**src/hmg_pkg.sv**
```systemverilog
package hmg_pkg;

    localparam int HEIGHT_W = 24;
    localparam int CORNER_W = 25;
    localparam int COORD_W  = 12;
    localparam int CFG_W    = 11;

    localparam logic [1:0] CFG_GRID_COLS = 2'd0;
    localparam logic [1:0] CFG_GRID_ROWS = 2'd1;

    localparam logic [CFG_W-1:0] GRID_RESET = 11'd64;

    typedef struct packed {
        logic [7:0] red;
        logic [7:0] green;
        logic [7:0] blue;
    } t_pixel;

    typedef struct packed {
        logic [15:0]        pos_x;
        logic [23:0]        height;
        logic [15:0]        pos_z;
        logic signed [15:0] normal_x;
        logic signed [15:0] normal_y;
        logic signed [15:0] normal_z;
        logic               height_fault;
        logic               last;
    } t_vertex;

    // One cell handed from the front to the back. Corners carry the fault bit on top.
    typedef struct packed {
        logic [CORNER_W-1:0] ll;
        logic [CORNER_W-1:0] tl;
        logic [CORNER_W-1:0] tr;
        logic [CORNER_W-1:0] lr;
        logic [COORD_W-1:0]  x;
        logic [COORD_W-1:0]  y;
        logic [CFG_W-1:0]    cols;
        logic [CFG_W-1:0]    rows;
    } t_cell;

    // Corner index for each of the six emitted vertices: ll, tl, tr, ll, tr, lr.
    function automatic logic [1:0] corner_of(input logic [2:0] k);
        logic [1:0] c;
        case (k)
            3'd0: c = 2'd0;
            3'd1: c = 2'd1;
            3'd2: c = 2'd2;
            3'd3: c = 2'd0;
            3'd4: c = 2'd2;
            3'd5: c = 2'd3;
            default: c = 2'd0;
        endcase
        return c;
    endfunction

endpackage

```
**src/hmg_queue.sv**
```systemverilog
module hmg_queue (
    input  logic           i_clk,
    input  logic           i_rst_n,
    input  logic           i_valid,
    output logic           o_ready,
    input  hmg_pkg::t_cell i_item,
    output logic           o_valid,
    input  logic           i_ready,
    output hmg_pkg::t_cell o_item
);
    hmg_pkg::t_cell r_q0;
    hmg_pkg::t_cell r_q1;
    logic [1:0]     r_cnt;
    logic           push;
    logic           pop;

    assign o_ready = r_cnt != 2'd2;
    assign o_valid = r_cnt != 2'd0;
    assign o_item  = r_q0;
    assign push    = i_valid && o_ready;
    assign pop     = o_valid && i_ready;

    always_ff @(posedge i_clk) begin
        if (!i_rst_n) begin
            r_cnt <= 2'd0;
        end else begin
            if (push && !pop) begin
                r_cnt <= r_cnt + 2'd1;
            end else if (pop && !push) begin
                r_cnt <= r_cnt - 2'd1;
            end
        end
    end

    always_ff @(posedge i_clk) begin
        if (push && pop) begin
            if (r_cnt == 2'd1) begin
                r_q0 <= i_item;
            end else begin
                r_q0 <= r_q1;
                r_q1 <= i_item;
            end
        end else if (pop) begin
            r_q0 <= r_q1;
        end else if (push) begin
            if (r_cnt == 2'd0) begin
                r_q0 <= i_item;
            end else begin
                r_q1 <= i_item;
            end
        end
    end
endmodule

```
**config.mk**
```make
export PLATFORM = sky130hd
export DESIGN_NAME = hmg_queue
export DESIGN_NICKNAME = d
export VERILOG_FILES = /design/src/hmg_pkg.sv /design/src/hmg_queue.sv
export SDC_FILE = /design/constraint.sdc
export NUM_CORES = 1
export LEC_CHECK = 0
export ABC_CLOCK_PERIOD_IN_PS = 41500
export BUFFER_PORTS_ARGS = -buffer_cell sky130_fd_sc_hd__clkbuf_2
export CAP_MARGIN = 0
export CELL_PAD_IN_SITES_DETAIL_PLACEMENT = 1
export CELL_PAD_IN_SITES_GLOBAL_PLACEMENT = 2
export CORE_MARGIN = 2
export CORE_UTILIZATION = 40
export DETAILED_ROUTE_END_ITERATION = 16
export PLACE_DENSITY_LB_ADDON = 0.25
export SKIP_LAST_GASP = 1
export SLEW_MARGIN = 10
export SYNTH_ARGS = -nofsm -noshare
export SYNTH_HDL_FRONTEND = slang
export SYNTH_SLANG_ARGS = --single-unit
```
**constraint.sdc**
```tcl
create_clock -name i_clk -period 41.5 [get_ports i_clk]
set_input_delay 2.075 -clock i_clk [delete_from_list [all_inputs] [get_ports i_clk]]
set_output_delay 2.075 -clock i_clk [all_outputs]
set_load 0.02 [all_outputs]
```
==> results of run 1 <==
==> Yosys cell counts <==
| cell type | n |
|---|---|
| a21o_2 | 1 |
| mux2_4 | 10 |
| ha_1 | 4 |
| buf_6 | 1 |
| and2b_2 | 1 |
| o311ai_0 | 1 |
| dfxtp_1 | 2 |
| nor2_1 | 1 |
| a21boi_4 | 1 |
| edfxtp_1 | 292 |
| o211ai_1 | 1 |
| nand3b_1 | 1 |
| inv_1 | 5 |
| a2111oi_0 | 1 |
| nand3_1 | 1 |
| nor2b_4 | 1 |
| buf_12 | 15 |
| and2_1 | 1 |
| mux2_2 | 136 |
| xnor2_1 | 1 |
==> final timing paths <==
check                start          end  slack [ns]
hold / removal    r_q1[22]   o_item[22]        0.54
setup / recovery   i_ready  o_item[119]       37.45
setup reg to reg  r_cnt[0]  o_item[119]       38.33
hold reg to reg   r_q1[22]   o_item[22]        0.54
==> logic make-up after synthesis <==
group | count (synthesis)
fa+ha+maj | 4
xor+xnor | 1
flops | 294
compound gates | 5
buf+inv | 21
simple gates | 6
mux | 146
==> metrics by stage <==
stage | instances | total power, uW
floorplan | 477 | 709.5
global placement | 1104 | 765.0
detailed placement | 1104 | 776.3
CTS | 1165 | 1068
global route | 1167 | 1100
finish | 1168 | 1051
==> layer usage <==
layer | wire, um | vias to the layer above | global-route usage [%]
met5 | 0 | - | 0
met4 | 529 | 0 | 5.165
met3 | 2328 | 45 | 6.250
met2 | 11160 | 234 | 25.43
met1 | 9278 | 2820 | 19.64
li1 | - | 2572 | -
==> where the power goes <==
group / switching, uW / internal (uW)
Clock: 113 / 174
Combinational: 190 / 88.7
Sequential: 27.8 / 458
==> area by class of cell <==
class / count / area, um2 / area share [%]
well taps: 341 / 426.7 / 3.111
repair buffers: 302 / 1524 / 11.11
multi-input cells: 162 / 1851 / 13.49
clock inverters: 17 / 126.4 / 0.9214
diodes: 3 / 7.507 / 0.05474
inverters: 5 / 18.77 / 0.1368
clock buffers: 44 / 952.2 / 6.943
flip-flops and latches: 294 / 8808 / 64.23
==> flip-flops by register name (all words and copies together) (netlist names) <==
signal,count
r_cnt,2
r_q1,146
o_item,146
==> out/summary.txt, run 1 <==
Outcome: finished clean
Worst-case headroom to the max-slew limit: 27.70%
Final number of max-transition violations: 0
Post-cts gate resize count: 0
Vias: 5671
Max IR drop VDD: 65.68 uV
Die ar.: 28780 um2
Number of setup violations in the final report: 0
Overall routing resource usage: 15.81%
Number of synthesized register bits: 294
Placed cell area: 12630 um2
Setup repair after global routing missed its margin: false
Critical Setup Path Class: input pin to register
Final net count: 953
Number of cells traversed by the worst register-to-register path: 5
Ys Warns: 0
Final Cycle Share: 9.769%
Synth top area cells: edfxtp_1 (80%), mux2_2 (14%), buf_12 (2.7%)
Final hold slack: 0.5386 ns
Clock sink count: 294
Number of DRC violations after detailed-routing iteration 0: 380
Relative area change from synthesis to final layout: 24.94%
Initial antenna violation count: 3
Maxcap violations: 0
Static power due to leakage: 0.005206 uW
Crit path depth: 4
Top cell type by total area after synthesis: edfxtp_1
FMAX: 246.7 MHz
Area share of xor/xnor cells in the synthesized design: 0.07979%
Die X-Extent: 169.7 um
Length of the first detailed-routing pass in iterations: 4
Remaining antenna violation count after routing: 0
Ratio of routed vias to standard cells: 4.855
Clock Tree Root: clkbuf_16
Effective utilization at floorplan: 40.73%
Most common library cell in the layout ignoring fill and taps: clkbuf_2
Shortest clock period the worst path allows after layout: 4.054 ns
Hold Buf Count CTS: 0
Path category of the worst min-delay check: register to register
Count of fill cells added during filler insertion: 2549
Post-route core utilization: 50.89%
Commonest cells after routing, fill and taps aside: clkbuf_2 (297), edfxtp_1 (292), mux2_2 (136)
Worst hold path cell count: 1
Delay of the slowest cell on the worst path: 0.88 ns
Instance count of the mapped netlist: 477
Post-Synth Adder-Cell Area: 0.4559%
Crit path max-delay cell type: buf_4
Largest net degree at the start of global routing: 76
Post-CTS setup buffer count: 0
Number of H-tree levels: 2
Share of synthesized area occupied by flip-flops and latches: 80.25%
Compound-cell area share of the yosys netlist: 0.4787%
Final weighted congestion in routability-driven placement: 0.7520
Die Height: 169.7 um
Proportion of layout cells with a drive suffix above 1: 60.32%
Buffers on Ports: 297
Syn avg cell area: 23.01 um2
Mapped Nets: 631
Count of endpoints failing hold in the final timing report: 0
Half-perimeter wire length after placement: 15470 um
Worst-Skew Late Latency: 0.49 ns
Signal arrival time at the worst endpoint: 4.15 ns
Number of DRC violations after detailed routing: 0
Fraction of synthesized area in multiplexers: 15.32%
Launching element type of the critical path: input pin
Worst-case clock buffer depth: 3
Post-placement setup slack: 36.84 ns
Area fraction of the dominant cell type after synthesis: 79.88%
Aggregate routed wire length: 23300 um
Area of the placeable core: 26950 um2
Cell variety after synth: 20
Smallest setup slack after layout: 37.45 ns
Placement row count: 60
Routed len/inst: 19.95 um
Endpoint class of the critical path: register
Clock tree skew after final layout: 0.01354 ns
Pwr per Cell Area: 76.63 nW/um2
I/O pins: 298
Total negative setup slack: 0 ns
Total clock buffers created by CTS: 34
Dominant combinational cell family by area after synthesis: multiplexers
Global-route congestion overflow total: 0
Wire length of the first global-routing pass: 34910 um
Final design instance area without fill: 13710 um2
Required time of the critical path: 41.60 ns
Delay-heaviest family, CP: buffers and inverters
Simple-gate area share of the yosys netlist: 0.4103%
Reg clk slew, reported paths: 0.06 ns
Number of global-route vias before repair: 6080
Buffer and inverter count on the worst path: 2
Netlist area before placement: 10980 um2
Crit path max fanout: 74
Sequence of cells on the critical path: clkbuf_2 > nor2b_4 > a21o_4 > buf_4
CTS tree: built
Worst Tran Pin Value: 1.084 ns
No activity file was read; power rests on OpenSTA's default activity.
==> inputs of run 2 (changes only) <==
ABC_CLOCK_PERIOD_IN_PS = 4000   (was 41500)
CORE_UTILIZATION = 38   (was 40)
clock period = 4 ns   (was 41.5 ns; I/O delays follow)
==> out/summary.txt, run 2 (synthesized netlist as in run 1, its figures left out) <==
Routed len/inst: 18.76 um (was 19.95 um)
Remaining antenna violation count after routing: 0 (unchanged)
Total length of routed met3 wires: 1697 um (was 2328 um)
P_sw: 3485 uW (was 330.2 uW)
Number of DRC violations after detailed-routing iteration 0: 264 (was 380)
Wire length of the first global-routing pass: 39740 um (was 34910 um)
Clock sink count: 294 (unchanged)
Clock Tree Root: clkbuf_16 (unchanged)
Final number of max-transition violations: 0 (unchanged)
Launching element type of the critical path: register (was input pin)
Count of non-filler cells in the finished layout: 1357 (was 1168)
Die ar.: 30260 um2 (was 28780 um2)
Final weighted congestion in routability-driven placement: 0.7187 (was 0.7520)
Clock tree skew after final layout: 0.01164 ns (was 0.01354 ns)
Endpoint class of the critical path: register (unchanged)
Final net count: 1101 (was 953)
Max IR drop VDD: 368.1 uV (was 65.68 uV)
Length of the first detailed-routing pass in iterations: 4 (unchanged)
Worst-Skew Late Latency: 0.55 ns (was 0.49 ns)
Clock group share of total power: 26.7% (was 27.3%)
Signal arrival time at the worst endpoint: 2.81 ns (was 4.15 ns)
Overall routing resource usage: 16.63% (was 15.81%)
Detailed route wirelength on metal2: 12740 um (was 11160 um)
Die X-Extent: 174.0 um (was 169.7 um)
Setup repair after global routing missed its margin: false (unchanged)
Combinational group share of total power: 27.9% (was 26.5%)
Final hold slack: 0.2765 ns (was 0.5386 ns)
Half-perimeter wire length after placement: 16100 um (was 15470 um)
Delay of the slowest cell on the worst path: 0.45 ns (was 0.88 ns)
Sequential share of power: 45.3% (was 46.2%)
Initial antenna violation count: 2 (was 3)
Sequence of cells on the critical path: inv_1 > ha_1 > nor2b_4 > a21boi_4 > buf_12 > mux2_2 (was clkbuf_2 > nor2b_4 > a21o_4 > buf_4)
Number of H-tree levels: 1 (was 2)
CTS tree: built (unchanged)
Area of the placeable core: 28550 um2 (was 26950 um2)
Number of global-route vias before repair: 6971 (was 6080)
Post-placement setup slack: 1.518 ns (was 36.84 ns)
Total negative setup slack: 0 ns (unchanged)
Number of DRC violations after detailed routing: 0 (unchanged)
Smallest setup slack after layout: 1.479 ns (was 37.45 ns)
Total power draw: 11080 uW (was 1051 uW)
Most common library cell in the layout ignoring fill and taps: clkbuf_2 (unchanged)
Met1 wire length: 10550 um (was 9278 um)
Crit path max-delay cell type: buf_12 (was buf_4)
Maxcap violations: 0 (unchanged)
Pwr per Cell Area: 724.3 nW/um2 (was 76.63 nW/um2)
Path category of the worst min-delay check: input pin to register (was register to register)
FMAX: 396.7 MHz
Switching share of power: 31.46% (was 31.42%)
Worst Tran Pin Value: 0.7481 ns (was 1.084 ns)
Outcome: finished clean (unchanged)
Effective utilization at floorplan: 38.45% (was 40.73%)
Relative area change from synthesis to final layout: 39.29% (was 24.94%)
Max layer used: met4 (unchanged)
Worst-case headroom to the max-slew limit: 50.13% (was 27.70%)
Count of endpoints failing hold in the final timing report: 0 (unchanged)
Shortest clock period the worst path allows after layout: 2.521 ns
Die Height: 174.0 um (was 169.7 um)
I/O pins: 298 (unchanged)
Number of setup violations in the final report: 0 (unchanged)
Final Cycle Share: 63.01%
Global-route congestion overflow total: 0 (unchanged)
Crit path max fanout: 112 (was 74)
Total clock buffers created by CTS: 31 (was 34)
Required time of the critical path: 4.29 ns (was 41.60 ns)
Static power due to leakage: 0.005830 uW (was 0.005206 uW)
Proportion of layout cells with a drive suffix above 1: 52.32% (was 60.32%)
Int Power: 7590 uW (was 720.7 uW)
Total placed cells including tap cells: 1151 (was 1104)
Post-cts gate resize count: 0 (unchanged)
Aggregate routed wire length: 25460 um (was 23300 um)
Buffers on Ports: 297 (unchanged)
Critical Setup Path Class: register to register (was input pin to register)
Ratio of routed vias to standard cells: 4.547 (was 4.855)
Reg clk slew, reported paths: 0.07 ns (was 0.06 ns)
Largest net degree at the start of global routing: 113 (was 76)
Vias: 6170 (was 5671)
Commonest cells after routing, fill and taps aside: clkbuf_2 (297), edfxtp_1 (292), dlygate4sd3_1 (147) (was clkbuf_2 (297), edfxtp_1 (292), mux2_2 (136))
Worst-case clock buffer depth: 3 (unchanged)
Placement row count: 62 (was 60)
run 2: changes by cell type in the layout (fill, tap and decap cells not counted), sizes merged, moves of 4 or more:
cell,change
buf,+4
bufinv,+4
clkbuf,-8
dlygate4sd3,+147
run 2: repair_timing:
action | 4_1_cts | 5_1_grt
hold buffers | 147 | 0
setup buffers | 0 | 0
endpoints found under the hold margin | 293 | 0
run 2: area by class of cell:
cell class	count	area (um2)
well taps	384	480.5
clock inverters	21	250.2
multi-input cells	162	1878
diodes	2	5.005
inverters	5	21.27
fillers	2691	13260
clock buffers	36	794.5
flip-flops and latches	294	8810
repair buffers	453	3050
run 2: through the flow:
stage          instance area (um2)  util, %
3_5_place_dp                 12770    44.73
3_3_place_gp                 12770    44.73
2_1_floorplan                11010        -
4_1_cts                      15280    53.54
6_report                     15290    53.56
5_1_grt                      15290    53.56
run 2: path summary, 6_finish.rpt:
| check | endpoint | cells after the start | start | slack (ns) |
|---|---|---|---|---|
| worst min-delay path | r_cnt[1] | 3 | i_ready | 0.28 |
| worst max-delay path | o_item[90] | 6 | r_cnt[1] | 1.48 |
| worst max register to register | o_item[90] | 6 | r_cnt[1] | 1.48 |
| worst min register to register | o_item[114] | 1 | r_q1[114] | 0.54 |
run 2: worst max-delay path, delay by kind of cell, from the launching register on:
| kind | cells | cell delay [ns] |
|---|---|---|
| buffers and inverters | 2 | 0.52 |
| AO/OA/AOI/OAI | 1 | 0.25 |
| AND/OR/NAND/NOR | 1 | 0.24 |
| adder cells (fa/ha/maj) | 1 | 0.29 |
| multiplexers | 1 | 0.42 |
| flip-flops | 1 | 0.36 |
run 2: power groups by stage:
stage	Combinational (uW)	Sequential, uW	Clock [uW]
6_report	3090	5020	2960
5_1_grt	3300	5130	3170
2_1_floorplan	1170	5980	0
3_5_place_dp	3030	5090	0
3_3_place_gp	2960	5030	0
4_1_cts	3160	5030	3040
run 2: routing by layer:
layer	vias up	GRT usage (%)
met5	-	0
met4	0	4.097
met3	38	4.549
met2	210	28.60
met1	3063	20.92
li1	2859	-
